==> config.mk <==
export PLATFORM = sky130hd
export DESIGN_NAME = gdel_ram
export DESIGN_NICKNAME = d
export VERILOG_FILES = /design/src/rtl/gdel_ram.sv
export SDC_FILE = /design/constraint.sdc
export NUM_CORES = 2
export LEC_CHECK = 0
export BUFFER_PORTS_ARGS = -buffer_cell sky130_fd_sc_hd__buf_2
export CAP_MARGIN = 20
export CORE_MARGIN = 1
export CORE_UTILIZATION = 60
export DETAILED_ROUTE_END_ITERATION = 7
export PLACE_DENSITY = 0.76
export SLEW_MARGIN = 25
export SYNTH_ARGS = -nofsm -noshare
export SYNTH_HDL_FRONTEND = slang
export SYNTH_SLANG_ARGS = --single-unit
==> constraint.sdc <==
create_clock -name clk -period 5.1 [get_ports clk]
set_clock_uncertainty 0.2 [all_clocks]
set_input_delay 0.51 -clock clk [delete_from_list [all_inputs] [get_ports clk]]
set_output_delay 0.51 -clock clk [all_outputs]
set_load 0.02 [all_outputs]
==> src/rtl/gdel_ram.sv <==
// generic simple dual-port ram with registered read
module gdel_ram #(
	parameter int WIDTH = 8,
	parameter int DEPTH = 256
) (
	input  logic                                 clk,
	input  logic                                 we,
	input  logic [((DEPTH > 1) ? $clog2(DEPTH) : 1)-1:0] waddr,
	input  logic [WIDTH-1:0]                     wdata,
	input  logic                                 re,
	input  logic [((DEPTH > 1) ? $clog2(DEPTH) : 1)-1:0] raddr,
	output logic [WIDTH-1:0]                     rdata
);

	logic [WIDTH-1:0] mem [DEPTH];

	// write port and registered read port, read data holds while re is low
	always_ff @(posedge clk) begin
		if (we) begin
			mem[waddr] <= wdata;
		end
		if (re) begin
			rdata <= mem[raddr];
		end
	end

endmodule

-- Word level (Yosys, flattened, before mapping)
Memory sizes are Yosys's and may differ from the RTL's. A register that Yosys moved wholly into a read port is not among the register bits.
Cells that the tools add are included.
- register bits: 0
- bits in writable memories: 2048
- memories: 1
- multiplexer cells: 2
- memory list (memory ; words ; width ; rd ports ; clocked after memory_dff ; write ports ; RTL line ; source):
    mem ; 256 ; 8 ; 1 ; 1 ; 1 ; 15 ; logic [WIDTH-1:0] mem [DEPTH];
- operators by type and width (operator ; count):
    1-bit 2-to-1 mux ; 2

-- Depth between registers and ports, before layout
- depth in word-level cells: 2
- gate-level depth with buffers: 11
- mapped depth without buffers: 6

-- Worst setup path after synthesis
No wires, ideal clock.
- kind: input to register
- start point: input raddr[0] (netlist name)
- end point: register rdata[2] (read register of mem), data pin
- library setup time: 0.269 ns
- data arrival time: 2.317 ns
- setup slack: 2.314 ns
- cell stages on the path: 9
- path buffers: 4
- cell sequence: buf_6 > buf_12 > buf_8 > buf_2 > mux4_2 > a22oi_1 > a21oi_1 > nor4_1 > nor4_2
- RTL lines (item ; RTL line ; source):
    from (decl) ; 11 ; input logic [((DEPTH > 1) ? $clog2(DEPTH) : 1)-1:0] raddr,
    to (decl) ; 12 ; output logic [WIDTH-1:0] rdata

==> impl_metrics.csv <==
group,metric,value,unit
outcome,outcome,"completed",
cts,clk_latency,0.85,ns
synthesis,ys.flop_type,"edfxtp_1",
sta,post-route-min-period,3.47,ns
finish,layoutNonFillerInstCount,5761,
floorplanning,core_area,0.132,sq mm
sta,fmax,288,MHz
global_routing,grt_pass1_wl,280,mm
floorplanning,die_w,366,microns
critical_path,crit_path_start_kind,"input pin",
cts,cts.clk_slew.worst_paths,0.06,ns
route,wl,194,mm
floorplanning,ioPinCount,35,
synthesis,ys_warn_count,0,
place,io_buffers,34,
finish,num-nets-final,3868,
place,dp_hpwl,115,mm
global_routing,antenna_found_initial,14,
power,powerDensity,389,mW/mm^2
cts,cts_max_path_buffers,3,
critical_path,worstRegToRegCells,6,
route,ant_nets,0,
cts,hold_buffers,1,
sta,rsz0062_at_grt,"false",
place,dp_cells,5401,
floorplanning,die_area,0.134,sq mm
cts,cts_root_buf,"clkbuf_16",
cts,cts_sinks,2056,
finish,syn_to_final_growth,10.3,%
worst_hold_path,hold_class,"in -> reg",
critical_path,cp_max_fo,87,
synthesis,synth_edf_count,2056,
power,leakage,27.0,nW
sta,timing.final.crit_share,68.1,%
finish,nFillCells,7912,
global_routing,grt_usage,29.2,%
route,wl_per_cell,33.7,microns
cts,cts_htree_levels,4,
route,viasPerCell,6.95,
floorplanning,die_h,366,microns
worst_hold_path,hold_depth,1,
sta,setup_viol,0,
cts,post-cts-setup-buffers,0,
route,dr.pass1.iters,6,
synthesis,syn_inst,3733,
sta,worstMarginPinSlew,1.09,ns
synthesis,synth.avg_cell_area,21.3,sq um
finish,multiInputGateArea,0.0165,sq mm
route,vias,40049,
place,gp_congestion,0.902,
global_routing,grt_max_degree,149,
cts,post_cts_resized,0,
critical_path,crit_path_end_kind,"flip-flop",
critical_path,worstSetupPathType,"in -> reg",
run,max_cap_viol_count,0,
global_routing,grt_pass1_vias,39530,
synthesis,synth_nets,3760,
synthesis,async_flop_share,0,%
synthesis,ys_seq_area_share,77.5,%
synthesis,ys_seq_elements,2056,
finish,drive_gt1_share,22.1,%
power,ir_worst_vdd,0.000411,V
critical_path,crit_required,5.44,ns
floorplanning,initial_core_util,60.5,%
synthesis,ys_types,54,
sta,setup_tns,0,ns
floorplanning,rows,133,
finish,seq_area,0.0617,sq mm
sta,hold_viol_final,0,
synthesis,synthesis.area,0.0796,sq mm
sta,drv_slew,0,
route,drt_iter0_drc,5619,
cts,cts_buffers,191,
route,drc,0,
global_routing,grt_overflow_total,0,
critical_path,crit_arrival,3.81,ns
sta,relSlewSlack,27.2,%
cts,cts_tree,"done",
==> Yosys cell counts (13+ instances only) <==
master / n / area, sq um
a22oi_1: 133 / 998
nor3_1: 22 / 110
a211oi_1: 16 / 120
nand2_1: 33 / 124
nor2_1: 282 / 1060
o22ai_1: 28 / 175
mux4_2: 454 / 10200
nor2b_1: 31 / 194
buf_8: 13 / 195
mux2i_1: 134 / 1340
clkbuf_1: 111 / 417
nor4_1: 24 / 150
buf_6: 21 / 236
buf_4: 27 / 203
edfxtp_1: 2056 / 61700
o221ai_1: 46 / 403
buf_1: 22 / 82.6
nand3_1: 34 / 170
buf_2: 31 / 155
a21oi_1: 96 / 480
a221oi_1: 13 / 114
==> registers in the layout (all words and copies together) (netlist names) <==
name / count
mem: 2048
rdata: 8
==> metal layers <==
layer  vias up  track usage [%]  routed length (microns)
met4        14             11.8                     8390
li1      15912                -                        -
met3       477             7.02                    23000
met2      2844             45.7                    93700
met5         -                0                      107
met1     20802             40.2                    68800
==> power breakdown <==
part / internal (W) / switching (W)
Clock: 0.00763 / 0.00616
Sequential: 0.0186 / 0.0000270
Combinational: 0.000570 / 0.00111
Total: 0.0268 / 0.00730
==> per-stage QoR <==
step / hold slack (ns) / util (%) / setup WS, ns / instance area (sq um) / power, W
5_1_grt: 0.0579 / 66.7 / 1.60 / 87800 / 0.0349
3_3_place_gp: 0.803 / 62.1 / 0.535 / 81800 / 0.0206
2_1_floorplan: 0.409 / - / 2.31 / 79600 / 0.0199
6_report: 0.0255 / 66.7 / 1.63 / 87800 / 0.0341
3_5_place_dp: 0.800 / 62.2 / 0.908 / 81800 / 0.0207
4_1_cts: 0.0442 / 66.7 / 1.77 / 87800 / 0.0342
==> placed cells by master, fill, tap and decap left out, types with 22 or more instances in the layout <==
cell       Yosys  layout
o221ai_1      46      46
clkinv_2       0      29
nand3_1       34      33
buf_2         31      23
a22oi_1      133     133
mux4_2       454     454
clkinv_1       1      50
clkbuf_16      0     195
nor3_1        22      22
o22ai_1       28      28
nor2b_1       31      28
buf_4         27      92
nand2_1       33      33
a21oi_1       96      96
clkbuf_1     111      45
mux2i_1      134     134
nor2_1       282     278
edfxtp_1    2056    2056
==> cell type report <==
type                       instances  area share [%]
clock inverter                   112            1.06
multi-input combinational       1442            18.8
clock buffer                     240            5.75
sequential                      2056            70.3
inverter                           2         0.00855
timing repair buffer             148            1.61
antenna                            6          0.0171
tap                             1755            2.50
==> worst paths after layout <==
path / startpoint / end / slack (ns)
min: wdata[7] / mem[184][7]$_DFFE_PP_ / 0.03
min reg2reg: mem[52][2]$_DFFE_PP_ / rdata[2]$_DFFE_PP_ / 0.99
max reg2reg: mem[135][0]$_DFFE_PP_ / rdata[0]$_DFFE_PP_ / 2.11
max: raddr[1] / rdata[7]$_DFFE_PP_ / 1.63
==> critical path, cell delays in order <==
cell	delay [ns]
buf_8	0.63
buf_4	0.38
nand3b_1	0.52
o22ai_1	0.12
o21ai_0	0.27
nand3_1	0.22
nor4_2	0.91
nor4_1	0.16
==> logic make-up (layout without fill, tap and decap cells) <==
family	count (synthesis)	count (layout)	synth area share (%)
DFF	2056	2056	77.5
muxes	591	591	14.6
and+or+nand+nor	466	466	2.63
AOI/OAI and AO/OA	385	385	3.42
buffers and inverters	235	502	1.83
other	0	6	0
Power figures use the tool's default switching activity.
