$ cat config.mk
export PLATFORM = sky130hd
export DESIGN_NAME = gdel_dq_flat
export DESIGN_NICKNAME = d
export VERILOG_FILES = /design/src/rtl/gdel_pkg.sv /design/src/rtl/gdel_elem_if.sv /design/src/rtl/gdel_dq.sv /design/src/flat_wrapper.sv
export SDC_FILE = /design/constraint.sdc
export NUM_CORES = 1
export LEC_CHECK = 0
export ABC_CLOCK_PERIOD_IN_PS = 3950
export BUFFER_PORTS_ARGS = -buffer_cell sky130_fd_sc_hd__buf_2
export CORE_ASPECT_RATIO = 1.4
export CORE_MARGIN = 5
export CORE_UTILIZATION = 55
export DETAILED_ROUTE_END_ITERATION = 7
export PLACE_DENSITY = 0.75
export SLEW_MARGIN = 20
export SYNTH_ARGS = -nofsm -noshare
export SYNTH_HDL_FRONTEND = slang
export SYNTH_SLANG_ARGS = --single-unit
$ cat constraint.sdc
create_clock -name clk -period 3.95 [get_ports clk]
set_input_delay 0.395 -clock clk [delete_from_list [all_inputs] [get_ports clk]]
set_output_delay 0.395 -clock clk [all_outputs]
set_load 0.02 [all_outputs]
$ cat src/rtl/gdel_pkg.sv
// shared types, constants and codes of the grouped dequantizing embedding lookup
package gdel_pkg;

	// default sizes of the tables
	localparam int MAX_ROWS_DEF   = 256;
	localparam int MAX_DIM_DEF    = 64;
	localparam int MAX_GROUPS_DEF = 8;

	// field widths
	localparam int OPCODE_W = 2;
	localparam int ROW_W    = 8;
	localparam int COL_W    = 6;
	localparam int BYTE_W   = 8;
	localparam int SCALE_W  = 32;
	localparam int VALUE_W  = 40;
	localparam int ELEM_W   = 6;
	localparam int CNT_W    = 4;
	localparam int LEN_W    = 7;
	localparam int DIFF_W   = BYTE_W + 2;

	// register port
	localparam int PADDR_W = 4;
	localparam int PDATA_W = 32;

	// register reset values
	localparam int GCOUNT_RST = 1;
	localparam int GLEN_RST   = 64;

	typedef enum logic [OPCODE_W-1:0] {
		OP_WEIGHT = 2'd0,
		OP_SCALE  = 2'd1,
		OP_ZERO   = 2'd2,
		OP_LOOKUP = 2'd3
	} opcode_t;

	typedef enum logic [1:0] {
		REG_SIGNED = 2'd0,
		REG_USE_ZP = 2'd1,
		REG_GCOUNT = 2'd2,
		REG_GLEN   = 2'd3
	} reg_idx_t;

	typedef enum logic {
		ST_IDLE,
		ST_RUN
	} state_t;

	typedef struct packed {
		logic             signed_weights;
		logic             use_zero_points;
		logic [CNT_W-1:0] group_count;
		logic [LEN_W-1:0] group_length;
	} cfg_t;

	// element in flight between the table read and the output register
	typedef struct packed {
		logic              valid;
		logic [ELEM_W-1:0] elem_idx;
		logic              last;
	} meta_t;

endpackage

$ cat src/rtl/gdel_elem_if.sv
// result channel: one dequantized element per word
interface gdel_elem_if;
	logic                                valid;
	logic                                ready;
	logic signed [gdel_pkg::VALUE_W-1:0] value;
	logic [gdel_pkg::ELEM_W-1:0]         element_index;
	logic                                last;

	modport source (output valid, value, element_index, last, input ready);
	modport sink (input valid, value, element_index, last, output ready);
endinterface

$ cat src/rtl/gdel_dq.sv
// dequantizer: byte interpretation, zero-point subtract, shared multiplier, output register
module gdel_dq (
	input  logic                                clk,
	input  logic                                arst_n,
	input  gdel_pkg::cfg_t                      cfg,
	input  gdel_pkg::meta_t                     meta_s1,
	input  logic [gdel_pkg::BYTE_W-1:0]         w_byte,
	input  logic [gdel_pkg::BYTE_W-1:0]         z_byte,
	input  logic [gdel_pkg::SCALE_W-1:0]        scale,
	output logic                                advance,
	gdel_elem_if.source                         elem
);

	localparam int DW = gdel_pkg::DIFF_W;
	localparam int PW = gdel_pkg::DIFF_W + gdel_pkg::SCALE_W;

	logic signed [DW-1:0]                  w_ext, z_ext, diff;
	logic signed [gdel_pkg::SCALE_W-1:0]   scale_s;
	logic signed [PW-1:0]                  prod;
	logic                                  valid_s2;
	logic [gdel_pkg::VALUE_W-1:0]          value_s2;
	logic [gdel_pkg::ELEM_W-1:0]           idx_s2;
	logic                                  last_s2;

	// bytes as unsigned or two's complement, zero point masked when unused
	always_comb begin
		if (cfg.signed_weights) begin
			w_ext = signed'({{(DW - gdel_pkg::BYTE_W){w_byte[gdel_pkg::BYTE_W-1]}}, w_byte});
			z_ext = signed'({{(DW - gdel_pkg::BYTE_W){z_byte[gdel_pkg::BYTE_W-1]}}, z_byte});
		end else begin
			w_ext = signed'(DW'(w_byte));
			z_ext = signed'(DW'(z_byte));
		end
		if (!cfg.use_zero_points) begin
			z_ext = '0;
		end
	end

	// difference times scale, exact
	assign diff    = w_ext - z_ext;
	assign scale_s = signed'(scale);
	assign prod    = PW'(diff) * PW'(scale_s);

	// output register; the pipeline moves when it is empty or being drained
	assign advance = !valid_s2 || elem.ready;

	always_ff @(posedge clk or negedge arst_n) begin
		if (!arst_n) begin
			valid_s2 <= 1'b0;
		end else if (advance) begin
			valid_s2 <= meta_s1.valid;
		end
	end

	always_ff @(posedge clk) begin
		if (advance && meta_s1.valid) begin
			value_s2 <= prod[gdel_pkg::VALUE_W-1:0];
			idx_s2   <= meta_s1.elem_idx;
			last_s2  <= meta_s1.last;
		end
	end

	assign elem.valid         = valid_s2;
	assign elem.value         = signed'(value_s2);
	assign elem.element_index = idx_s2;
	assign elem.last          = last_s2;

endmodule

$ cat src/flat_wrapper.sv
// flat-port wrapper written by rule: the top's interface ports become plain ports
module gdel_dq_flat 
  (clk, arst_n, cfg, meta_s1, w_byte, z_byte, scale, advance, elem_valid, elem_value, elem_element_index, elem_last, elem_ready);
  gdel_elem_if elem_i ();
  input  logic clk;
  input  logic arst_n;
  input  gdel_pkg::cfg_t cfg;
  input  gdel_pkg::meta_t meta_s1;
  input  logic [gdel_pkg::BYTE_W-1:0] w_byte;
  input  logic [gdel_pkg::BYTE_W-1:0] z_byte;
  input  logic [gdel_pkg::SCALE_W-1:0] scale;
  output logic advance;
  output wire logic [$bits(elem_i.valid)-1:0] elem_valid;
  output wire logic [$bits(elem_i.value)-1:0] elem_value;
  output wire logic [$bits(elem_i.element_index)-1:0] elem_element_index;
  output wire logic [$bits(elem_i.last)-1:0] elem_last;
  input wire logic [$bits(elem_i.ready)-1:0] elem_ready;
  assign elem_valid = elem_i.valid;
  assign elem_value = elem_i.value;
  assign elem_element_index = elem_i.element_index;
  assign elem_last = elem_i.last;
  assign elem_i.ready = elem_ready;
  gdel_dq u_core (.clk(clk), .arst_n(arst_n), .cfg(cfg), .meta_s1(meta_s1), .w_byte(w_byte), .z_byte(z_byte), .scale(scale), .advance(advance), .elem(elem_i));
endmodule
# After elaboration in Yosys (flattened, before gate mapping)
# Cells that the tools add are included.
# classes
addsub,1
multipliers,1
div_mod_pow,0
n_lt_le_gt_ge,0
n_eq_ne,0
shifts,0
mux,3
n_bitwise,0
n_reduce_logical,3
# ops
op,n
multiplier 10 x 32 -> 40 bit,1
two-way mux 10 bit,3
subtractor 10 bit,1
logical AND 1 bit,1
logical NOT 1 bit,1
logical OR 1 bit,1
# word_totals
register_bits,48
latch_bits,0
ram_bits,0
mem_bits_ro,0
out_inout_bits,49
wordCells,12
mem_count,0

# Logic depth before layout (Yosys ltp)
# depth
word_depth,4
mapped_depth,31
mapped_depth_nobuf,28

# Least setup slack after synthesis
# No wires, ideal clock.
# synth_path
path_kind,input to register
from,input port cfg[11] in the netlist's numbering
to,"register u_core.value_s2, in the netlist u_core.elem.value[39], data pin"
setup_time_ns,0.264
t_arrival_ns,6.824
required_time_ns,3.686
setup_slack_ns,-3.138
path_stages,29
n_path_buf,3
cell_sequence,clkbuf_1 -> and2_1 -> ha_1 -> inv_1 -> fa_1 -> a21oi_2 -> o211ai_2 -> o41ai_2 -> xnor2_2 -> buf_2 -> nand2_1 -> fa_1 -> fa_1 -> inv_1 -> fa_1 -> fa_1 -> inv_1 -> fa_1 -> inv_1 -> ha_1 -> buf_6 -> o21a_1 -> o211a_1 -> a211oi_2 -> o21ai_2 -> a211o_1 -> o211ai_2 -> a31oi_1 -> xor2_1
# synth_via
elab_chain_len,3
# synth_lines
item,line,rtl
from (decl),flat_wrapper.sv:7,input gdel_pkg::cfg_t cfg;
two-way mux 10 bit,gdel_dq.sv:34,if (!cfg.use_zero_points) begin
subtractor 10 bit,gdel_dq.sv:40,assign diff = w_ext - z_ext;
multiplier 10 x 32 -> 40 bit,gdel_dq.sv:42,assign prod = PW'(diff) * PW'(scale_s);
named net u_core.prod[39],gdel_dq.sv:19,logic signed [PW-1:0] prod;
to (signal assigned),gdel_dq.sv:57,value_s2 <= prod[gdel_pkg::VALUE_W-1:0];
to (decl),gdel_dq.sv:21,logic [gdel_pkg::VALUE_W-1:0] value_s2;
# The timed path passes the listed nets, and every way through them passes these cells.
# A chain may end at the register's enable or synchronous reset.

# Worst setup path in the final report
# layout_path
from,input port cfg[11] in the netlist's numbering
to,"register u_core.value_s2, in the netlist u_core.elem.value[32], data pin"
# The elaborated chain is that of the path after synthesis.

==> flow_summary.json <==
{
  "status": "complete, but fails checks",
  "violations": "setup timing",
  "syn_area_mm2": 0.0127,
  "cp-start-kind": "input pin",
  "fin_skew_ns": 0.00542,
  "dp_hpwl_um": 27700,
  "fin_ws_ns": -2.83,
  "antenna_left": 0,
  "arrival_ns": 6.84,
  "grt_pass1_wl_um": 53900,
  "clock_path_buffers": 2,
  "synth-main-ff-cell": "edfxtp_1",
  "cts_tree": "built",
  "viasPerCell": 5.17,
  "async_flop_share": 0.0208,
  "synth_area_leaders": "fa_1 (41%), edfxtp_1 (11%), ha_1 (9.6%)",
  "cts-buffers-inserted": 5,
  "post_drt_wl_per_cell_um": 16.7,
  "drive_above_1_share": 0.276,
  "clock_latency_ns": 0.31,
  "antenna_found_initial": 1,
  "grt_max_degree": 29,
  "grt_pass1_vias": 11433,
  "pin_count": 121,
  "grt_overflow": 0,
  "wl_um": 32700,
  "die_w_um": 139,
  "gp_congestion": 0.935,
  "dpl_worst_slack_ns": -3.31,
  "final_nets": 2080,
  "cp_max_fo": 8,
  "area_growth_pct": 26.6,
  "drc": 0,
  "max_cap_violations": 0,
  "ys_ff_latch": 48,
  "synthCells": 1370,
  "max_stage_delay_ns": 0.50,
  "dr.first_iter.drc_count": 482,
  "cp_common_cell": "fa_1",
  "synth_most_common_cell": "inv_1",
  "worst_pin_slew_ns": 0.663,
  "yosys.area.top_type": "fa_1",
  "drt_first_pass_iters": 5,
  "crit_family": "adder cells",
  "dieHeight_um": 190,
  "yosys_warnings": 0,
  "core_area_mm2": 0.0230,
  "rows": 66,
  "final.period_utilization": 1.72,
  "start_util": 0.553,
  "netlist.area_leader.share": 0.407,
  "slew_violations": 0,
  "period_minus_slack_ns": 6.78,
  "ys_seq_area_frac": 0.113,
  "ys_top_cells_by_count": "inv_1 (323), fa_1 (259), and2_1 (156)",
  "syn_nets": 1799,
  "fmax_mhz": 148,
  "numClockSinks": 48,
  "synth_edf_count": 47,
  "slew_headroom": 0.558,
  "via_count": 10122,
  "endpoint_kind": "flop",
  "setup_viol": 36,
  "yosys.cell_types.count": 56,
  "cp_slowest_cell": "fa_1",
  "grt_use_total": 0.255,
  "final_hold_viol_count": 0,
  "rsz0062_at_grt": "yes",
  "crit_buf_inv": 9,
  "root_buffer": "clkbuf_16",
  "port_buffers": 109,
  "cts_max_level": 2,
  "dieArea_mm2": 0.0263,
  "critPathRequiredTime_ns": 4.01,
  "hp-class": "in -> reg",
  "crit_type": "in -> reg",
  "avgSynthCellArea_um2": 9.30,
  "clk_pin_slew_ns": 0.07
}
## cell type report
type                            instances  area (um^2)
Tap cell                              306          383
Inverter                              323         1210
Clock inverter                          3         46.3
Antenna cell                            1         2.50
Clock buffer                            5          125
Fill cell                            1685         6910
Timing Repair Buffer                  340         2470
Multi-Input combinational cell        933        10500
Sequential cell                        48         1440
## state kept, by name, summed over array words and instances, names as in the netlist
register and count:
u_core.elem.value 40, u_core.elem.element_index 6, u_core.elem.last 1, u_core.elem.valid 1
## metal layers
metal  global-route usage  vias up  share of wire
li1                     -     4658              -
met1                0.254     5107           0.32
met2                0.505      236           0.58
met3               0.0312      119          0.036
met4                0.142        2          0.060
met5                    0        -        0.00034
## stage by stage
step	setup TNS (ns)	instances	hold WS, ns	util	cell area, um^2
2_1_floorplan	-78.73	1370	0.0994	-	12800
3_3_place_gp	-93.76	1925	0.170	0.660	15200
3_5_place_dp	-97.30	1925	0.171	0.660	15200
4_1_cts	-76.93	1948	0.251	0.690	15900
5_1_grt	-88.54	1958	0.248	0.700	16100
6_report	-79.51	1959	0.261	0.700	16100
## cells by family (layout without fill, tap and decap cells)
family                     count (synthesis)  in the layout  synth area share
muxes                                      1              1          0.000884
AOI/OAI and AO/OA                        112            112            0.0642
other                                      0              1                 0
and+or+nand+nor                          417            417             0.169
adders and majority gates                357            357             0.503
buffers and inverters                    390            671             0.116
xor gates and xnor gates                  45             46            0.0337
DFF                                       48             48             0.113
## placed cells by master, fill, tap and decap left out, types with 4 or more instances in the layout
cell type / n
a21o_1: 11
a21oi_1: 11
a21oi_2: 19
and2_1: 150
and2_4: 5
buf_12: 10
buf_2: 108
buf_4: 206
buf_6: 15
clkbuf_16: 5
edfxtp_1: 47
fa_1: 255
fa_2: 4
ha_1: 82
ha_4: 14
inv_1: 316
inv_2: 7
nand2_1: 123
nand2b_1: 6
nand3_1: 9
nor2_1: 46
nor2b_1: 36
nor3_1: 7
o211ai_1: 8
o21a_1: 5
o21ai_0: 4
o21ai_1: 4
o21ai_2: 7
o21ai_4: 5
or2_2: 6
xnor2_1: 24
xnor2_4: 4
xor2_1: 12
## worst register-to-register path, stage by stage (launching register included)
cell,delay (ns)
dfrtp_1,0.37
nand2b_1,0.10
and2_2,0.59
buf_4,0.41
## worst paths after layout
kind / start / to / slack, ns / depth (start not counted)
max: cfg[11] / u_core.elem.value[32]$_DFFE_PP_ / -2.83 / 31
min: meta_s1[0] / u_core.elem.last$_DFFE_PP_ / 0.26 / 1
max reg2reg: u_core.elem.valid$_DFFE_PN0N_ / u_core.elem.value[12]$_DFFE_PP_ / 2.14 / 3
min reg2reg: u_core.elem.valid$_DFFE_PN0N_ / u_core.elem.valid$_DFFE_PN0N_ / 0.53 / 2
max in group asynchronous: arst_n / u_core.elem.valid$_DFFE_PN0N_ / 3.48 / 2
min in group asynchronous: arst_n / u_core.elem.valid$_DFFE_PN0N_ / 0.39 / 2
## timing repair
item	in CTS	in global routing
buffers inserted	13	9
hold buffers	1	0
hold endpoints to repair	1	0
endpoints found under the setup margin	36	36
pin swaps	38	20
gates resized for setup	86	25
gates cloned	1	1
Power is not shown: default switching activity piles up to over one toggle a cycle in this logic, so the estimate is an artifact.
