File: src/rtl/gdel_pkg.sv
// shared types, constants and codes of the grouped dequantizing embedding lookup
package gdel_pkg;

	// default sizes of the tables
	localparam int MAX_ROWS_DEF   = 256;
	localparam int MAX_DIM_DEF    = 64;
	localparam int MAX_GROUPS_DEF = 8;

	// field widths
	localparam int OPCODE_W = 2;
	localparam int ROW_W    = 8;
	localparam int COL_W    = 6;
	localparam int BYTE_W   = 8;
	localparam int SCALE_W  = 32;
	localparam int VALUE_W  = 40;
	localparam int ELEM_W   = 6;
	localparam int CNT_W    = 4;
	localparam int LEN_W    = 7;
	localparam int DIFF_W   = BYTE_W + 2;

	// register port
	localparam int PADDR_W = 4;
	localparam int PDATA_W = 32;

	// register reset values
	localparam int GCOUNT_RST = 1;
	localparam int GLEN_RST   = 64;

	typedef enum logic [OPCODE_W-1:0] {
		OP_WEIGHT = 2'd0,
		OP_SCALE  = 2'd1,
		OP_ZERO   = 2'd2,
		OP_LOOKUP = 2'd3
	} opcode_t;

	typedef enum logic [1:0] {
		REG_SIGNED = 2'd0,
		REG_USE_ZP = 2'd1,
		REG_GCOUNT = 2'd2,
		REG_GLEN   = 2'd3
	} reg_idx_t;

	typedef enum logic {
		ST_IDLE,
		ST_RUN
	} state_t;

	typedef struct packed {
		logic             signed_weights;
		logic             use_zero_points;
		logic [CNT_W-1:0] group_count;
		logic [LEN_W-1:0] group_length;
	} cfg_t;

	// element in flight between the table read and the output register
	typedef struct packed {
		logic              valid;
		logic [ELEM_W-1:0] elem_idx;
		logic              last;
	} meta_t;

endpackage

File: src/rtl/gdel_cfg.sv
// configuration registers behind the apb-style port
module gdel_cfg (
	input  logic                           clk,
	input  logic                           arst_n,
	input  logic                           psel,
	input  logic                           penable,
	input  logic                           pwrite,
	input  logic [gdel_pkg::PADDR_W-1:0]   paddr,
	input  logic [gdel_pkg::PDATA_W-1:0]   pwdata,
	output logic [gdel_pkg::PDATA_W-1:0]   prdata,
	output logic                           pready,
	output gdel_pkg::cfg_t                 cfg
);

	gdel_pkg::cfg_t     cfg_q;
	gdel_pkg::reg_idx_t idx;
	logic               wr;

	assign pready = 1'b1;
	assign wr     = psel && penable && pwrite;
	assign idx    = gdel_pkg::reg_idx_t'(paddr[gdel_pkg::PADDR_W-1:2]);
	assign cfg    = cfg_q;

	// register writes
	always_ff @(posedge clk or negedge arst_n) begin
		if (!arst_n) begin
			cfg_q.signed_weights  <= 1'b0;
			cfg_q.use_zero_points <= 1'b0;
			cfg_q.group_count     <= gdel_pkg::CNT_W'(gdel_pkg::GCOUNT_RST);
			cfg_q.group_length    <= gdel_pkg::LEN_W'(gdel_pkg::GLEN_RST);
		end else if (wr) begin
			unique case (idx)
				gdel_pkg::REG_SIGNED: cfg_q.signed_weights  <= pwdata[0];
				gdel_pkg::REG_USE_ZP: cfg_q.use_zero_points <= pwdata[0];
				gdel_pkg::REG_GCOUNT: cfg_q.group_count     <= pwdata[gdel_pkg::CNT_W-1:0];
				gdel_pkg::REG_GLEN:   cfg_q.group_length    <= pwdata[gdel_pkg::LEN_W-1:0];
			endcase
		end
	end

	// read back
	always_comb begin
		unique case (idx)
			gdel_pkg::REG_SIGNED: prdata = gdel_pkg::PDATA_W'(cfg_q.signed_weights);
			gdel_pkg::REG_USE_ZP: prdata = gdel_pkg::PDATA_W'(cfg_q.use_zero_points);
			gdel_pkg::REG_GCOUNT: prdata = gdel_pkg::PDATA_W'(cfg_q.group_count);
			gdel_pkg::REG_GLEN:   prdata = gdel_pkg::PDATA_W'(cfg_q.group_length);
		endcase
	end

endmodule

File: config.mk
export PLATFORM = sky130hd
export DESIGN_NAME = gdel_cfg
export DESIGN_NICKNAME = d
export VERILOG_FILES = /design/src/rtl/gdel_pkg.sv /design/src/rtl/gdel_cfg.sv
export SDC_FILE = /design/constraint.sdc
export NUM_CORES = 1
export LEC_CHECK = 0
export BUFFER_PORTS_ARGS = -buffer_cell sky130_fd_sc_hd__buf_2
export CAP_MARGIN = 20
export CORE_ASPECT_RATIO = 1.5
export CORE_UTILIZATION = 29
export DETAILED_ROUTE_END_ITERATION = 16
export PLACE_DENSITY = 0.68
export SETUP_SLACK_MARGIN = 0.4
export SLEW_MARGIN = 40
export SYNTH_ARGS = -nofsm -noshare
export SYNTH_HDL_FRONTEND = slang
export SYNTH_SLANG_ARGS = --single-unit
File: constraint.sdc
create_clock -name clk -period 1.3 [get_ports clk]
set_input_delay 0.195 -clock clk [delete_from_list [all_inputs] [get_ports clk]]
set_output_delay 0.195 -clock clk [all_outputs]
set_load 0.1 [all_outputs]
After elaboration in Yosys (flattened, before gate mapping)
Index checks and enable logic that the tools add are counted.
Widths: inputs -> output; s select.
- register bits: 13
- input port bits: 41
- output and inout port bits: 46
- word-level logic and storage cells: 15
- equal/unequal tests: 3
- mux-type cells: 1
- reductions and logical operators: 7
- operators by type and width (kind ; number):
    $pmux 32 s4 ; 1
    $reduce_and 2->1 ; 4
    $eq 2x2->1 const B ; 2
    $eq 2x1->1 const B ; 1
    $logic_and 1x1->1 ; 2
    $logic_not 2->1 ; 1

Logic depth before layout (Yosys ltp)
Gate-level depths: netlist (run 1).
- depth after elaboration: 3
- gate-level depth with buffers: 4
- gate-level depth less buffers: 3

Worst setup path before layout (run 1)
OpenSTA, ideal clock, no wires.
- path kind: register to output
- start point: register cfg_q (netlist bit cfg[1])
- end point: output port prdata[1] (netlist bit)
- arrival: 2.448 ns
- data required time: 1.105 ns
- setup slack: -1.343 ns
- stages on the path, launching flop included: 3
- buffers on the path: 0
- cells stage by stage: dfrtp_1 > mux2i_1 > nor2b_1
- word-level cells in the longest chain between the ends: 1
- ends and longest elaborated chain (item ; RTL line ; text):
    start: declaration ; gdel_cfg.sv:15 ; gdel_pkg::cfg_t cfg_q;
    $pmux 32 s4 ; gdel_cfg.sv:43 ; unique case (idx)
    end: declaration ; gdel_cfg.sv:10 ; output logic [gdel_pkg::PDATA_W-1:0] prdata,
No other way between the ends. The select of a mux whose other input is x is not followed.

Worst setup path in the final report (run 1)
- start point: register cfg_q (netlist bit cfg[0])
- end point: output port prdata[0] (netlist bit)
The elaborated chain is that of the path after synthesis.

==> results of run 1 <==
-- worst reg2reg max path, stage by stage, from the launching register on --
cell,delay (ns)
dfrtp_4,0.49
buf_6,0.13
buf_6,0.10
mux2_4,0.25
-- metrics by stage --
| step | hold slack, ns | power [mW] | area (um2) | cells | TNS (ns) |
|---|---|---|---|---|---|
| finish | 0.179 | 3.50 | 1750 | 166 | -0.544 |
| CTS | 0.173 | 3.47 | 1710 | 163 | -0.627 |
| detailed placement | 0.102 | 2.84 | 1430 | 146 | -0.0764 |
| global route | 0.178 | 3.60 | 1750 | 166 | -0.730 |
| global placement | 0.0967 | 2.81 | 1430 | 146 | -0.0423 |
| floorplan | -0.101 | 2.19 | 1070 | 96 | -0.858 |
-- power by group --
part           total, mW  switching [mW]  internal [mW]  leakage [nW]
Clock              0.366           0.149          0.217        0.0228
Sequential         0.658          0.0860          0.572         0.144
Combinational       2.47            1.55          0.924         0.642
Total               3.50            1.78           1.71         0.808
-- cells in the mapped netlist --
cell | n | area, um2
mux2_2 | 11 | 124
nor2b_1 | 3 | 18.8
nor2_8 | 1 | 20.0
buf_4 | 26 | 195
dfstp_2 | 2 | 52.6
nor3b_1 | 1 | 7.51
and3_1 | 3 | 18.8
dfrtp_1 | 11 | 275
nand3_4 | 1 | 17.5
mux4_2 | 1 | 22.5
buf_2 | 1 | 5.00
buf_6 | 1 | 11.3
nand2_4 | 1 | 11.3
mux2i_1 | 3 | 30.0
mux2_1 | 2 | 22.5
nor3_1 | 1 | 5.00
conb_1 | 2 | 7.51
nor3b_4 | 1 | 18.8
-- worst paths after layout --
check	to	slack (ns)	depth (start not counted)
setup reg to reg	cfg[8]	0.21	3
hold reg to reg	cfg[4]	0.67	2
setup / recovery	prdata[0]	-0.32	2
hold / removal	cfg[4]	0.18	2
min in group asynchronous	cfg[12]	0.37	2
max in group asynchronous	cfg[6]	0.64	2
-- layout make-up --
class,count,area [um2],share of cell area [%]
multi-input cells,55,539,30.9
flip-flops and latches,13,377,21.5
repair buffers,57,741,42.4
clock buffers,4,45.0,2.58
well taps,37,46.3,2.65
-- metal layers --
metal	vias up	GRT usage [%]
met5	-	0
met4	0	8.46
met3	4	4.17
met2	42	22.2
met1	316	16.9
li1	302	-
-- logic make-up after synthesis --
family | share of synthesized area [%]
buf+inv | 24.5
mux | 23.0
flops | 38.0
simple gates | 13.6
other cells | 0.870
-- what timing repair did --
action | in CTS | in global routing
hold buffers | 1 | 0
endpoints found under the setup margin | 33 | 33
gates resized for setup | 33 | 4
setup buffers | 12 | 3
pin swaps | 6 | 0
endpoints found under the hold margin | 11 | 0
-- layout by cell type, fill, tap and decap left out, drive strengths merged --
master | netlist | layout
dlygate4sd3 | 0 | 1
nand3 | 1 | 1
conb | 2 | 26
nor3b | 2 | 2
mux2i | 3 | 3
clkbuf | 0 | 4
mux2 | 13 | 13
and3 | 3 | 3
nor2b | 3 | 3
nor3 | 1 | 1
mux4 | 1 | 1
nor2 | 1 | 1
dfstp | 2 | 2
nand2 | 1 | 1
buf | 28 | 56
dfrtp | 11 | 11
==> impl_metrics.csv, run 1 <==
group,metric,value,unit
sta,grt_setup_unrepaired,"true",
cts,clockBufferDepth,2,
sta,clock.fmax,619,MHz
grt,grt_pass1_vias,671,
cells_and_area,drive_gt1_share,77.5,%
setup_path,critical_path.n_buffers_inverters,1,
cts,clock-sinks,13,
drt,detailroute.wirelength.met2,1140,um
grt,global_route_wire_length_before_repair,3080,um
cts,h_tree_depth_reported_by_cts,1,
drt,drt_first_iter_violations,18,
sta,layout_setup_ws,-0.315,ns
drt,viasPerCell,4.00,
placement,portBuffers,33,
cts,worst_skew_pair.late_latency,0.25,ns
floorplanning,core.rowCount,23,
synthesis,synth_cells,72,
setup_path,critical-path-slowest-cell,"mux4_2",
floorplanning,area_of_the_die,3200,um2
cells_and_area,final_util,63.3,%
drt,num_vias,664,
drt,drt_pass1_iterations,2,
setup_path,crit-reg2reg-launch,"cfg[8]",
setup_path,crit_arrival,1.42,ns
worst_hold_path,hold_start,"pwdata[4]",
floorplanning,io_pins,87,
cts,cts-buffers-inserted,3,
synthesis,synth_cell_types,18,
cells_and_area,fill_cells,202,
cts,worst_setup_hold_path_clk_slew,0.06,ns
synthesis,synth_seq_area_share,38.0,%
sta,finalClockSkew,0,ns
cells_and_area,largest_register_ffs,13,
setup_path,setup.worst_path.class,"reg2out",
run_status,violations_in_the_final_reports,"negative setup slack",
run_status,status,"complete, but fails checks",
cells_and_area,antenna_cells_inserted,0,
drt,remaining_drc_errors,0,
sta,timing.final.crit_period,1.62,ns
setup_path,critical_path.top_delay_family,"multiplexers",
setup_path,crit_path_cell_trace,"mux4_2 -> buf_12",
drt,wirelength_met1,778,um
cells_and_area,syn2layout_area_growth,102,%
synthesis,syn-cell-area,863,um2
grt,largest_net_degree_at_the_start_of_global_routing,14,
synthesis,yosys_warnings,0,
run,cap_viol_max_count,0,
setup_path,delay_of_the_slowest_critical_path_stage,0.51,ns
drt,detail_route_antenna_nets,0,
power_and_ir_drop,cellPowerDensity,2000,nW/um2
grt,grt-ovfl-total,0,
floorplanning,floorplan.die.width,46.6,um
sta,finalSetupViolations,8,
floorplanning,dieHeight,68.8,um
worst_hold_path,hold_class,"in2reg",
cells_and_area,nNetsFinal,171,
sta,fin_crit_sh,124,%
setup_path,critical_path.endpoint_type,"primary output",
grt,grt_antenna_before_repair,0,
setup_path,required,1.11,ns
cts,cell_chosen_for_the_clock_root,"clkbuf_8",
setup_path,timing.critical_path.from,"cfg[0]",
power_and_ir_drop,power_leakage,0.808,nW
cts,cts_tree,"yes",
setup_path,worstSetupStartpointType,"register",
drt,drt-wirelength-per-cell,12.6,um
placement,routabilityCongestion,0.654,
sta,hold_viol_final,0,
synthesis,syn-mean-instance-area,12.0,um2
power_and_ir_drop,irDropWorstVdd,1020,uV
grt,grt_use_total,14.3,%
placement,detailed_place_hpwl,1460,um
synthesis,postSynthRegisterBits,13,
floorplanning,floorplan.initialDensity,31.2,%
drt,drt_wl_total,2090,um
drt,met3WireLength,143,um
drt,top_layer,"met4",
placement,dp_slack,-0.0478,ns
sta,report.final.slew_viol_count,0,
setup_path,crit_path_max_fanout,2,
floorplanning,floorplan.core_area,2760,um2
Note: power is estimated with default switching activity, not from simulation.
==> run 2: changes to the inputs <==
--- a/config.mk
+++ b/config.mk
@@ -11,8 +11,9 @@
 export CORE_UTILIZATION = 29
 export DETAILED_ROUTE_END_ITERATION = 16
 export PLACE_DENSITY = 0.68
-export SETUP_SLACK_MARGIN = 0.4
+export SETUP_SLACK_MARGIN = 0.1
 export SLEW_MARGIN = 40
 export SYNTH_ARGS = -nofsm -noshare
 export SYNTH_HDL_FRONTEND = slang
 export SYNTH_SLANG_ARGS = --single-unit
+export TNS_END_PERCENT = 20
==> impl_metrics.csv, run 2 (synthesized netlist as in run 1, its figures left out) <==
group,metric,value,unit
run_status,status,"complete, but fails checks",
run_status,violations_in_the_final_reports,"negative setup slack",
power_and_ir_drop,power_leakage,0.659,nW
sta,worst_hold_slack,0.175,ns
cts,cell_chosen_for_the_clock_root,"clkbuf_8",
sta,finalSetupViolations,5,
floorplanning,dieHeight,68.8,um
drt,drt-wirelength-per-cell,11.3,um
cells_and_area,nNetsFinal,157,
cells_and_area,layout.cells.most_common,"conb_1",
cells_and_area,largest_register_ffs,13,
grt,largest_net_degree_at_the_start_of_global_routing,14,
placement,dpl_cell_area,1340,um2
sta,timing.final.crit_period,1.56,ns
floorplanning,floorplan.initialDensity,31.2,%
cts,h_tree_depth_reported_by_cts,1,
grt,global_route_wire_length_before_repair,2730,um
sta,grt_setup_unrepaired,"true",
sta,finalClockSkew,0,ns
power_and_ir_drop,irDropWorstVdd,1240,uV
cells_and_area,antenna_cells_inserted,0,
floorplanning,floorplan.core_area,2760,um2
cells_and_area,stdcell_area,1430,um2
placement,dp_slack,-0.00943,ns
cts,worst_setup_hold_path_clk_slew,0.05,ns
sta,layout_setup_ws,-0.264,ns
worst_hold_path,hold_class,"in2reg",
grt,grt_pass1_vias,606,
drt,remaining_drc_errors,0,
drt,drt_first_iter_violations,6,
cts,cts_tree,"yes",
cts,clockBufferDepth,2,
sta,report.final.slew_viol_count,0,
cts,worst_skew_pair.late_latency,0.24,ns
cts,clock-sinks,13,
power_and_ir_drop,p_total,3.07,mW
sta,fin_crit_sh,120,%
floorplanning,area_of_the_die,3200,um2
floorplanning,floorplan.die.width,46.6,um
sta,setup_tns,-0.351,ns
grt,grt_use_total,12.1,%
grt,grt-ovfl-total,0,
placement,detailed_place_hpwl,1380,um
cells_and_area,syn2layout_area_growth,65.5,%
setup_path,critical_path.endpoint_type,"primary output",
power_and_ir_drop,cellPowerDensity,2150,nW/um2
placement,routabilityCongestion,0.767,
drt,drt_pass1_iterations,2,
cts,cts-buffers-inserted,3,
run,cap_viol_max_count,0,
setup_path,crit_arrival,1.37,ns
cells_and_area,layout.cells.most_common_list,"26 x conb_1, 16 x buf_12, 13 x buf_2, 13 x buf_4, 11 x mux2_2",
grt,grt_antenna_before_repair,0,
setup_path,crit_path_max_fanout,2,
sta,hold_viol_final,0,
placement,portBuffers,33,
sta,clock.fmax,640,MHz
drt,viasPerCell,3.93,
drt,drt_wl_total,1720,um
floorplanning,io_pins,87,
drt,detail_route_antenna_nets,0,
setup_path,setup.worst_path.class,"reg2out",
setup_path,worstSetupStartpointType,"register",
drt,num_vias,597,
floorplanning,core.rowCount,23,
setup_path,required,1.11,ns
cells_and_area,drive_gt1_share,72.2,%
## run 2: cell count changes in the layout (fill, tap and decap cells not counted), moves of 7 or more
cell / change
dfrtp_4: -7
buf_4: +7
mux2_2: +10
mux2_4: -12
buf_6: -20
dfrtp_2: +7
## run 2: critical path, stage by stage, from the launching register on
cell and delay (ns):
dfstp_4 0.46, mux4_2 0.49, buf_12 0.19
## run 2: layout make-up
class / instances / area [um2]
tap: 37 / 46.3
multi-input combinational: 55 / 489
clock buffer: 4 / 45.0
timing repair buffer: 43 / 493
fill: 256 / 1330
sequential: 13 / 355
## run 2: power breakdown
| part | total, mW | internal [mW] | switching [mW] |
|---|---|---|---|
| clock network | 0.352 | 0.216 | 0.136 |
| registers | 0.646 | 0.544 | 0.102 |
| logic | 2.08 | 0.619 | 1.46 |
| total | 3.07 | 1.38 | 1.70 |
## run 2: layer usage
metal / global-route usage, % / vias up / wire length [um]
li1: - / 273 / -
met1: 13.1 / 284 / 635
met2: 21.5 / 38 / 966
met3: 2.34 / 2 / 111
met4: 5.51 / 0 / 12
met5: 0 / - / 0
## run 2: repair_timing
| item | in CTS | in global routing |
|---|---|---|
| setup endpoints to repair | 12 | 8 |
| buffers inserted | 1 | 0 |
| hold buffers | 1 | 0 |
| resized for setup | 8 | 0 |
| endpoints found under the hold margin | 11 | 0 |
| pin swaps | 2 | 1 |
## run 2: worst paths after layout
kind | startpoint | end | slack (ns) | depth (start not counted)
worst min register to register | cfg[5] | cfg[5] | 0.52 | 1
worst max register to register | cfg[7] | cfg[7] | 0.38 | 2
min in group asynchronous | arst_n | cfg[2] | 0.37 | 2
worst max-delay path | cfg[7] | prdata[0] | -0.26 | 2
max in group asynchronous | arst_n | cfg[6] | 0.65 | 2
worst min-delay path | pwdata[5] | cfg[5] | 0.17 | 2
## run 2: metrics by stage
step           std cells  util (%)
2_1_floorplan         96         -
3_3_place_gp         146      48.4
3_5_place_dp         146      48.4
4_1_cts              152      51.7
5_1_grt              152      51.7
6_report             152      51.7
