**config.mk**
```make
export PLATFORM = sky130hd
export DESIGN_NAME = gdel_seq_flat
export DESIGN_NICKNAME = d
export VERILOG_FILES = /design/src/rtl/gdel_pkg.sv /design/src/rtl/gdel_cmd_if.sv /design/src/rtl/gdel_seq.sv /design/src/flat_wrapper.sv
export SDC_FILE = /design/constraint.sdc
export NUM_CORES = 1
export LEC_CHECK = 0
export BUFFER_PORTS_ARGS = -buffer_cell sky130_fd_sc_hd__buf_2
export CAP_MARGIN = 10
export CORE_MARGIN = 5
export CORE_UTILIZATION = 40
export DETAILED_ROUTE_END_ITERATION = 8
export PLACE_DENSITY = 0.65
export REMOVE_ABC_BUFFERS = 1
export SLEW_MARGIN = 40
export SYNTH_ARGS = -nofsm -noshare
export SYNTH_HDL_FRONTEND = slang
export SYNTH_SLANG_ARGS = --single-unit
```
**constraint.sdc**
```tcl
create_clock -name clk -period 5.1 [get_ports clk]
set_clock_uncertainty 0.1 [all_clocks]
set_input_delay 0.255 -clock clk [delete_from_list [all_inputs] [get_ports clk]]
set_output_delay 0.255 -clock clk [all_outputs]
set_load 0.05 [all_outputs]
```
**src/rtl/gdel_pkg.sv**
```systemverilog
// shared types, constants and codes of the grouped dequantizing embedding lookup
package gdel_pkg;

	// default sizes of the tables
	localparam int MAX_ROWS_DEF   = 256;
	localparam int MAX_DIM_DEF    = 64;
	localparam int MAX_GROUPS_DEF = 8;

	// field widths
	localparam int OPCODE_W = 2;
	localparam int ROW_W    = 8;
	localparam int COL_W    = 6;
	localparam int BYTE_W   = 8;
	localparam int SCALE_W  = 32;
	localparam int VALUE_W  = 40;
	localparam int ELEM_W   = 6;
	localparam int CNT_W    = 4;
	localparam int LEN_W    = 7;
	localparam int DIFF_W   = BYTE_W + 2;

	// register port
	localparam int PADDR_W = 4;
	localparam int PDATA_W = 32;

	// register reset values
	localparam int GCOUNT_RST = 1;
	localparam int GLEN_RST   = 64;

	typedef enum logic [OPCODE_W-1:0] {
		OP_WEIGHT = 2'd0,
		OP_SCALE  = 2'd1,
		OP_ZERO   = 2'd2,
		OP_LOOKUP = 2'd3
	} opcode_t;

	typedef enum logic [1:0] {
		REG_SIGNED = 2'd0,
		REG_USE_ZP = 2'd1,
		REG_GCOUNT = 2'd2,
		REG_GLEN   = 2'd3
	} reg_idx_t;

	typedef enum logic {
		ST_IDLE,
		ST_RUN
	} state_t;

	typedef struct packed {
		logic             signed_weights;
		logic             use_zero_points;
		logic [CNT_W-1:0] group_count;
		logic [LEN_W-1:0] group_length;
	} cfg_t;

	// element in flight between the table read and the output register
	typedef struct packed {
		logic              valid;
		logic [ELEM_W-1:0] elem_idx;
		logic              last;
	} meta_t;

endpackage

```
**src/rtl/gdel_cmd_if.sv**
```systemverilog
// command channel: table writes and row lookups
interface gdel_cmd_if;
	logic                                valid;
	logic                                ready;
	logic [gdel_pkg::OPCODE_W-1:0]       opcode;
	logic [gdel_pkg::ROW_W-1:0]          row;
	logic [gdel_pkg::COL_W-1:0]          column;
	logic [gdel_pkg::BYTE_W-1:0]         byte_value;
	logic signed [gdel_pkg::SCALE_W-1:0] scale_value;

	modport source (output valid, opcode, row, column, byte_value, scale_value, input ready);
	modport sink (input valid, opcode, row, column, byte_value, scale_value, output ready);
endinterface

```
**src/rtl/gdel_seq.sv**
```systemverilog
// command decode, table write addressing and the element sequencer of a lookup
module gdel_seq #(
	parameter int MAX_ROWS   = gdel_pkg::MAX_ROWS_DEF,
	parameter int MAX_DIM    = gdel_pkg::MAX_DIM_DEF,
	parameter int MAX_GROUPS = gdel_pkg::MAX_GROUPS_DEF
) (
	input  logic                                    clk,
	input  logic                                    arst_n,
	gdel_cmd_if.sink                                cmd,
	input  gdel_pkg::cfg_t                          cfg,
	input  logic                                    advance,
	output gdel_pkg::meta_t                         meta_s1,
	output logic                                    w_we,
	output logic [$clog2(MAX_ROWS*MAX_DIM)-1:0]     w_waddr,
	output logic [$clog2(MAX_ROWS*MAX_DIM)-1:0]     w_raddr,
	output logic                                    s_we,
	output logic                                    z_we,
	output logic [$clog2(MAX_ROWS*MAX_GROUPS)-1:0]  g_waddr,
	output logic [$clog2(MAX_ROWS*MAX_GROUPS)-1:0]  g_raddr
);

	localparam int RW    = $clog2(MAX_ROWS);
	localparam int WA    = $clog2(MAX_ROWS*MAX_DIM);
	localparam int SA    = $clog2(MAX_ROWS*MAX_GROUPS);
	localparam int LW    = gdel_pkg::LEN_W;
	localparam int TW    = 2 * gdel_pkg::LEN_W;
	localparam int EW    = gdel_pkg::ELEM_W;
	localparam int CW1   = gdel_pkg::COL_W + 1;
	localparam int NROWS = 1 << gdel_pkg::ROW_W;

	localparam logic [CW1-1:0] DIM_COL = CW1'(MAX_DIM);
	localparam logic [CW1-1:0] GRP_COL = CW1'(MAX_GROUPS);
	localparam logic [LW-1:0]  GRP_MAX = LW'(MAX_GROUPS);
	localparam logic [LW-1:0]  LEN_MAX = LW'(MAX_DIM);
	localparam logic [TW-1:0]  TOT_MAX = TW'(MAX_DIM);

	gdel_pkg::state_t  st_q, st_nxt;
	logic              ready, load, issue, accept;
	logic [RW-1:0]     row_lut [NROWS];
	logic [RW-1:0]     row_idx;
	logic [WA-1:0]     w_base;
	logic [SA-1:0]     g_base;
	logic              col_ok_w, col_ok_g;
	logic [LW-1:0]     gc_ext, groups_c, len_c;
	logic [TW-1:0]     prod_c, total_c;
	logic [EW-1:0]     last_c;
	logic [EW-1:0]     e_q, last_q;
	logic [LW-1:0]     gi_q, len_q;
	logic [WA-1:0]     wa_q;
	logic [SA-1:0]     ga_q;
	logic              e_last;

	// row wrap: constant table of row modulo the table height
	for (genvar i = 0; i < NROWS; i++) begin : g_row_lut
		assign row_lut[i] = RW'(i % MAX_ROWS);
	end

	assign row_idx = row_lut[cmd.row];
	assign w_base  = WA'(row_idx) * WA'(MAX_DIM);
	assign g_base  = SA'(row_idx) * SA'(MAX_GROUPS);

	// write addressing and range checks
	assign col_ok_w = {1'b0, cmd.column} < DIM_COL;
	assign col_ok_g = {1'b0, cmd.column} < GRP_COL;
	assign w_waddr  = w_base + WA'(cmd.column);
	assign g_waddr  = g_base + SA'(cmd.column);

	assign accept = cmd.valid && ready;
	assign w_we   = accept && (cmd.opcode == gdel_pkg::OP_WEIGHT) && col_ok_w;
	assign s_we   = accept && (cmd.opcode == gdel_pkg::OP_SCALE) && col_ok_g;
	assign z_we   = accept && (cmd.opcode == gdel_pkg::OP_ZERO) && col_ok_g;
	assign cmd.ready = ready;

	// clamp group count and length, then the emitted row length
	always_comb begin
		gc_ext = LW'(cfg.group_count);
		if (gc_ext == '0) begin
			groups_c = LW'(1);
		end else if (gc_ext > GRP_MAX) begin
			groups_c = GRP_MAX;
		end else begin
			groups_c = gc_ext;
		end
		if (cfg.group_length == '0) begin
			len_c = LW'(1);
		end else if (cfg.group_length > LEN_MAX) begin
			len_c = LEN_MAX;
		end else begin
			len_c = cfg.group_length;
		end
		prod_c  = TW'(groups_c) * TW'(len_c);
		total_c = (prod_c > TOT_MAX) ? TOT_MAX : prod_c;
		last_c  = EW'(total_c - TW'(1));
	end

	assign e_last = (e_q == last_q);

	// state register
	always_ff @(posedge clk or negedge arst_n) begin
		if (!arst_n) begin
			st_q <= gdel_pkg::ST_IDLE;
		end else begin
			st_q <= st_nxt;
		end
	end

	// next state and sequencer controls
	always_comb begin
		st_nxt = st_q;
		ready  = 1'b0;
		load   = 1'b0;
		issue  = 1'b0;
		unique case (st_q)
			gdel_pkg::ST_IDLE: begin
				ready = 1'b1;
				if (cmd.valid && (cmd.opcode == gdel_pkg::OP_LOOKUP)) begin
					load   = 1'b1;
					st_nxt = gdel_pkg::ST_RUN;
				end
			end
			gdel_pkg::ST_RUN: begin
				if (advance) begin
					issue = 1'b1;
					if (e_last) begin
						st_nxt = gdel_pkg::ST_IDLE;
					end
				end
			end
			default: st_nxt = gdel_pkg::ST_IDLE;
		endcase
	end

	// element, in-group and address counters
	always_ff @(posedge clk) begin
		if (load) begin
			e_q    <= '0;
			gi_q   <= '0;
			len_q  <= len_c;
			last_q <= last_c;
			wa_q   <= w_base;
			ga_q   <= g_base;
		end else if (issue) begin
			e_q  <= e_q + EW'(1);
			wa_q <= wa_q + WA'(1);
			if (gi_q == len_q - LW'(1)) begin
				gi_q <= '0;
				ga_q <= ga_q + SA'(1);
			end else begin
				gi_q <= gi_q + LW'(1);
			end
		end
	end

	assign w_raddr = wa_q;
	assign g_raddr = ga_q;

	// element tag that travels alongside the table read
	always_ff @(posedge clk or negedge arst_n) begin
		if (!arst_n) begin
			meta_s1 <= '0;
		end else if (advance) begin
			meta_s1.valid    <= issue;
			meta_s1.elem_idx <= e_q;
			meta_s1.last     <= e_last;
		end
	end

	// the final element of a row sends the sequencer back to idle
	a_last_ends_run: assert property (@(posedge clk) disable iff (!arst_n)
		issue && e_last |=> st_q == gdel_pkg::ST_IDLE)
		else $error("sequencer kept running after the final element");

	// the element counter never passes the row end
	a_elem_in_row: assert property (@(posedge clk) disable iff (!arst_n)
		st_q == gdel_pkg::ST_RUN |-> e_q <= last_q)
		else $error("element counter beyond row end");

	// a stalled element keeps its tag until the output stage takes it
	a_tag_holds: assert property (@(posedge clk) disable iff (!arst_n)
		meta_s1.valid && !advance |=> meta_s1.valid && $stable(meta_s1.elem_idx))
		else $error("element tag lost during stall");

endmodule

```
**src/flat_wrapper.sv**
```systemverilog
// flat-port wrapper written by rule: the top's interface ports become plain ports
module gdel_seq_flat 
#(
	parameter int MAX_ROWS   = gdel_pkg::MAX_ROWS_DEF,
	parameter int MAX_DIM    = gdel_pkg::MAX_DIM_DEF,
	parameter int MAX_GROUPS = gdel_pkg::MAX_GROUPS_DEF
)
  (clk, arst_n, cfg, advance, meta_s1, w_we, w_waddr, w_raddr, s_we, z_we, g_waddr, g_raddr, cmd_valid, cmd_opcode, cmd_row, cmd_column, cmd_byte_value, cmd_scale_value, cmd_ready);
  gdel_cmd_if cmd_i ();
  input  logic clk;
  input  logic arst_n;
  input  gdel_pkg::cfg_t cfg;
  input  logic advance;
  output gdel_pkg::meta_t meta_s1;
  output logic w_we;
  output logic [$clog2(MAX_ROWS*MAX_DIM)-1:0] w_waddr;
  output logic [$clog2(MAX_ROWS*MAX_DIM)-1:0] w_raddr;
  output logic s_we;
  output logic z_we;
  output logic [$clog2(MAX_ROWS*MAX_GROUPS)-1:0] g_waddr;
  output logic [$clog2(MAX_ROWS*MAX_GROUPS)-1:0] g_raddr;
  input wire logic [$bits(cmd_i.valid)-1:0] cmd_valid;
  input wire logic [$bits(cmd_i.opcode)-1:0] cmd_opcode;
  input wire logic [$bits(cmd_i.row)-1:0] cmd_row;
  input wire logic [$bits(cmd_i.column)-1:0] cmd_column;
  input wire logic [$bits(cmd_i.byte_value)-1:0] cmd_byte_value;
  input wire logic [$bits(cmd_i.scale_value)-1:0] cmd_scale_value;
  output wire logic [$bits(cmd_i.ready)-1:0] cmd_ready;
  assign cmd_i.valid = cmd_valid;
  assign cmd_i.opcode = cmd_opcode;
  assign cmd_i.row = cmd_row;
  assign cmd_i.column = cmd_column;
  assign cmd_i.byte_value = cmd_byte_value;
  assign cmd_i.scale_value = cmd_scale_value;
  assign cmd_ready = cmd_i.ready;
  gdel_seq #(.MAX_ROWS(MAX_ROWS), .MAX_DIM(MAX_DIM), .MAX_GROUPS(MAX_GROUPS)) u_core (.clk(clk), .arst_n(arst_n), .cmd(cmd_i), .cfg(cfg), .advance(advance), .meta_s1(meta_s1), .w_we(w_we), .w_waddr(w_waddr), .w_raddr(w_raddr), .s_we(s_we), .z_we(z_we), .g_waddr(g_waddr), .g_raddr(g_raddr));
endmodule
```
## After elaboration in Yosys (flattened, before gate mapping)

Memory sizes are Yosys's and may differ from the RTL's.
Index checks and enable logic that the tools add are counted.

| word-level totals | value |
|---|---|
| output and inout port bits | 62 |
| register bits after elaboration | 60 |
| logic and storage cells | 69 |
| ROM bits | 2048 |
| memories kept | 1 |

| cells by class | value |
|---|---|
| add/sub/neg operators | 8 |
| order comparisons | 5 |
| equal/unequal tests | 5 |
| reductions and logical operators | 14 |
| $mul | 1 |
| bitwise gates (word level) | 2 |
| muxes and demuxes | 21 |

Memories:

| memory | words | width | read ports | clocked after memory_dff | write ports | RTL line | RTL |
|---|---|---|---|---|---|---|---|
| (no name shown) | 256 | 8 | 1 | 0 | 0 | gdel_seq.sv:58 | `assign row_idx = row_lut[cmd.row];` |

Operators by type and width:

| kind | number |
|---|---|
| $mux 11 | 3 |
| $mux 14 | 2 |
| $mux 7 | 3 |
| $mux 8 | 2 |
| $add 14x1->14 const B | 1 |
| $add 14x6->14 | 1 |
| $gt 14x7->1 const B | 1 |
| $add 11x1->11 const B | 1 |
| $add 11x6->11 | 1 |
| $mul 4x7->11 | 1 |
| $ge 9x9->1 const B | 1 |
| $not 8->9 | 1 |
| $mux 4 | 2 |
| $add 7x1->7 const B | 1 |
| $eq 7x7->1 | 1 |
| $gt 7x7->1 const B | 1 |
| $logic_and 1x1->1 | 7 |
| $logic_not 7->1 | 1 |
| $mux 1 | 7 |
| $sub 7x1->7 const B | 1 |
| $add 6x1->6 const B | 1 |
| $eq 6x6->1 | 1 |
| $lt 6x4->1 const B | 1 |
| $mux 6 | 1 |
| other kinds (10) | 13 |

## Logic depth before layout (Yosys ltp)

| logic depth | value |
|---|---|
| depth after elaboration | 7 |
| mapped depth | 19 |

## Worst setup path before layout

Ideal clock, no wire load.

| path | value |
|---|---|
| kind | input to register |
| start | in cfg[1] (netlist bit) |
| end | reg u_core.last_q[4] (data pin) |
| data required time | 4.739 ns |
| path buffers | 0 |
| slack | 0.683 ns |
| data arrival time | 4.056 ns |
| stages | 18 |
| cell sequence | nor3_1 a21oi_1 nor2_1 nand2_1 fa_1 inv_1 fa_1 inv_1 fa_1 nor2b_1 o31ai_1 and3_1 nor4_1 and3_1 nand3_1 ha_1 a41oi_1 a21oi_1 |

| on the way | value |
|---|---|
| cells in the longest elaborated chain, start to end | 7 |

RTL lines:

| what | RTL line | RTL |
|---|---|---|
| from (decl) | flat_wrapper.sv:12 | `input gdel_pkg::cfg_t cfg;` |
| $gt 7x7->1 | gdel_seq.sv:86 | `end else if (cfg.group_length > LEN_MAX) begin` |
| $mux 7 | gdel_seq.sv:86 |  |
| $mux 7 * | gdel_seq.sv:84 | `if (cfg.group_length == '0) begin` |
| named net u_core.len_c[0] | gdel_seq.sv:44 | `logic [LW-1:0] gc_ext, groups_c, len_c;` |
| $mul 4x7->11 * | gdel_seq.sv:91 | `prod_c = TW'(groups_c) * TW'(len_c);` |
| $gt 14x7->1 | gdel_seq.sv:92 | `total_c = (prod_c > TOT_MAX) ? TOT_MAX : prod_c;` |
| $mux 6 * | gdel_seq.sv:92 |  |
| $sub 6x1->6 * | gdel_seq.sv:93 | `last_c = EW'(total_c - TW'(1));` |
| named net u_core.last_c[4] | gdel_seq.sv:46 | `logic [EW-1:0] last_c;` |
| to (signal assigned) | gdel_seq.sv:139 | `last_q <= last_c;` |
| to (decl) | gdel_seq.sv:47 | `logic [EW-1:0] e_q, last_q;` |

The timed path passes the listed nets; every way through them passes the cells marked *.
A chain may end at the register's enable or synchronous reset.

## Final worst setup path

Same ends and word-level chain as after synthesis.

==> run summary <==
Top delay family on crit path -> adder cells
Die Width -> 113 um
CP Data Required Time -> 5.09 ns
Clk pin slew, worst setup/hold paths -> 0.07 ns
Largest net degree at the start of global routing -> 25
Max incr delay on CP -> 0.57 ns
Sequential share of the synthesized area -> 36.3%
Worst Setup End Kind -> register
Area leader, netlist -> edfxtp_1
Slew HR -> 55.9%
Half-perimeter wire length after placement -> 7470 um
Met1 global-route usage -> 17.8%
Die Ht -> 113 um
CTS buffer count -> 9
Post-Syn Area per Cell -> 9.31 um^2
RSZ-0062 raised after global routing -> false
Multi-input gate area -> 0.00240 mm^2
Setup CP Type -> in -> reg
Mapped cell area -> 0.00423 mm^2
Total GRT Usage -> 15.1%
Critical path startpoint category -> input pin
Via density per instance -> 5.04
Final period util -> 89.8%
Routability congestion estimate -> 0.847
Post-CTS Setup Inserts -> 0
Max Slew Vio Count -> 0
Yosys reg bits -> 60
Worst-path fanout max -> 4
CP bufs+invs -> 3
Clock Sinks -> 60
Filler cell count -> 978
Remaining global-route overflow -> 0
Post-synth cell types -> 56
Initial antenna violation count -> 0
Final setup TNS -> 0 ns
Diodes inserted -> 0
Syn Inst Count -> 454
Clk root buf -> clkbuf_8
Tot Pwr -> 2.09 mW
F_max -> 0.218 GHz
CTS hold repair buffers -> 1
CTS tree -> done
Status -> finished, final reports clean
Max H-tree Level -> 3
Max-cap violations -> 0
Finished Core Util -> 48.1%
Synth top area cells -> edfxtp_1 21%, dfxtp_1 10%, ha_1 7.1%
Core box area -> 0.0103 mm^2
Most common library cells after synthesis -> 49 x nand2_1, 34 x inv_1, 30 x nor2_1
Worst Tran Pin Value -> 0.662 ns
# DRC -> 0
Worst path slowest cell -> fa_1
Power per cell area -> 422 mW/mm^2
First-pass DRT Iterations -> 4
Most frequent cell after synthesis -> nand2_1
EDFF count, synth -> 29
I/O pin total -> 135
Final WL -> 9190 um
Top Usage Layer GRT -> met2
Area of placed instances -> 0.00471 mm^2
First-pass GRT wire length -> 15,900 um
Final Hold Fails -> 0
ANT nets after route -> 0
Layout cell share with drive strength beyond 1 -> 21.9%
Most numerous cell on the critical path -> fa_1
Leakage -> 2.30 nW
Worst-Skew Late Latency -> 0.34 ns
CP Cell Sequence -> buf_2, nor3_1, a21oi_1, nor2_1, nand2_1, fa_1, inv_1, fa_1, inv_1, fa_1, nor2b_1, o31ai_1, and3_1, nor4_1, and3_1, nand3_1, ha_1, a41oi_1, a21oi_1
Port Buffers -> 83
Peak supply drop -> 226 uV
Area Overhead vs Synth -> 17.4%
Met2 GRT Util -> 26.1%
Iteration-0 DRC Markers -> 154
CP arrival -> 4.57 ns
Die area -> 0.0127 mm^2
Yosys warning count -> 0
Min Tclk post-route -> 4.58 ns
Post-cts gate resize count -> 0
Setup-failing EPs final -> 0
Routing usage on met3 -> 4.92%
Register Area -> 0.00154 mm^2
Final std cell area, no fill -> 0.00496 mm^2
Nets@finish -> 638
Row count -> 37
Async SR Flop Fraction -> 15.0%
Top FF cell, synth -> edfxtp_1
WL per Instance -> 13.7 um
Clock buffer depth -> 2
Vias in the first global route -> 3,464
Hold crit path type -> in -> reg
Post-synth top area share -> 20.6%
Total number of vias -> 3,381
Initial Util -> 41.0%
==> final timing paths <==
check	startpoint	endpoint	slack (ns)	cells after the start
setup / recovery	cfg[1]	u_core.last_q[4]$_DFFE_PP_	0.52	19
hold / removal	cmd_row[0]	u_core.g_raddr[3]$_DFFE_PP_	0.17	3
setup reg to reg	u_core.len_q[0]$_DFFE_PP_	u_core.g_raddr[4]$_DFFE_PP_	2.35	8
hold reg to reg	u_core.w_raddr[1]$_SDFFE_PP0P_	u_core.w_raddr[1]$_SDFFE_PP0P_	0.40	2
max in group asynchronous	arst_n	u_core.st_q$_DFF_PN0_	4.52	2
min in group asynchronous	arst_n	u_core.meta_s1[4]$_DFFE_PN0P_	0.19	2
==> worst register-to-register path: cells and delay by family (launching register included) <==
family,cells,cell delay [ns]
xor gates and xnor gates,1,0.37
and+or+nand+nor,1,0.20
AOI/OAI and AO/OA,3,0.58
adders and majority gates,1,0.31
DFF,1,0.45
buffers and inverters,2,0.41
==> power by group <==
group,switching [mW],internal (mW)
clock,0.190,0.314
combinational,0.559,0.256
sequential,0.134,0.641
==> placed cells by master, fill, tap and decap left out, types with 8 or more instances in the layout <==
cell      instances
dfxtp_1          22
xor2_1           26
and3_1           15
ha_1             24
edfxtp_1         29
buf_4             8
nand4_1           9
buf_2            83
o21ai_0          12
and2_1           10
a21oi_1          14
nand3_1          15
inv_1            34
xnor2_1          27
nor2b_1           9
fa_1             11
nor2_1           30
o21ai_1          17
nand2_1          49
dfrtp_1           9
clkbuf_8         11
nand2b_1          8
==> sequential cells by signal, indices dropped and copies added, names as in the netlist <==
register / count
u_core.w_raddr: 14
u_core.g_raddr: 11
u_core.meta_s1: 8
u_core.gi_q: 7
u_core.len_q: 7
u_core.e_q: 6
u_core.last_q: 6
u_core.st_q: 1
==> area by class of cell <==
type                    count  share of cell area (%)
flip-flops and latches     60                    31.0
clock buffers              13                    4.06
clock inverters             3                   0.907
well taps                 136                    3.43
multi-input cells         333                    48.3
repair buffers             92                    9.78
inverters                  34                    2.57
==> metrics by stage <==
stage / std cells / hold WS [ns] / worst slack [ns]
after global routing: 671 / 0.187 / 0.0983
final: 671 / 0.167 / 0.518
after detailed placement: 654 / 0.0222 / 0.0976
after global placement: 654 / 0.00814 / 0.147
after CTS: 671 / 0.168 / 0.461
after floorplan: 427 / -0.141 / 0.688
==> layer usage <==
layer	wire length (um)	share of wire (%)
met5	0	0
met4	106	1.2
met3	672	7.3
met2	4580	50
met1	3830	42
==> logic make-up (layout without fill, tap and decap cells) <==
logic type / after synthesis / count (layout) / synth area share [%]
AO/OA/AOI/OAI: 70 / 70 / 10.7
XOR/XNOR: 54 / 54 / 11.5
adder cells (fa/ha/maj): 35 / 35 / 12.3
buffers and inverters: 61 / 142 / 6.95
flip-flops: 60 / 60 / 36.3
multiplexers: 9 / 9 / 2.31
AND/OR/NAND/NOR: 165 / 165 / 19.9
(Power assumes the default switching activity.)
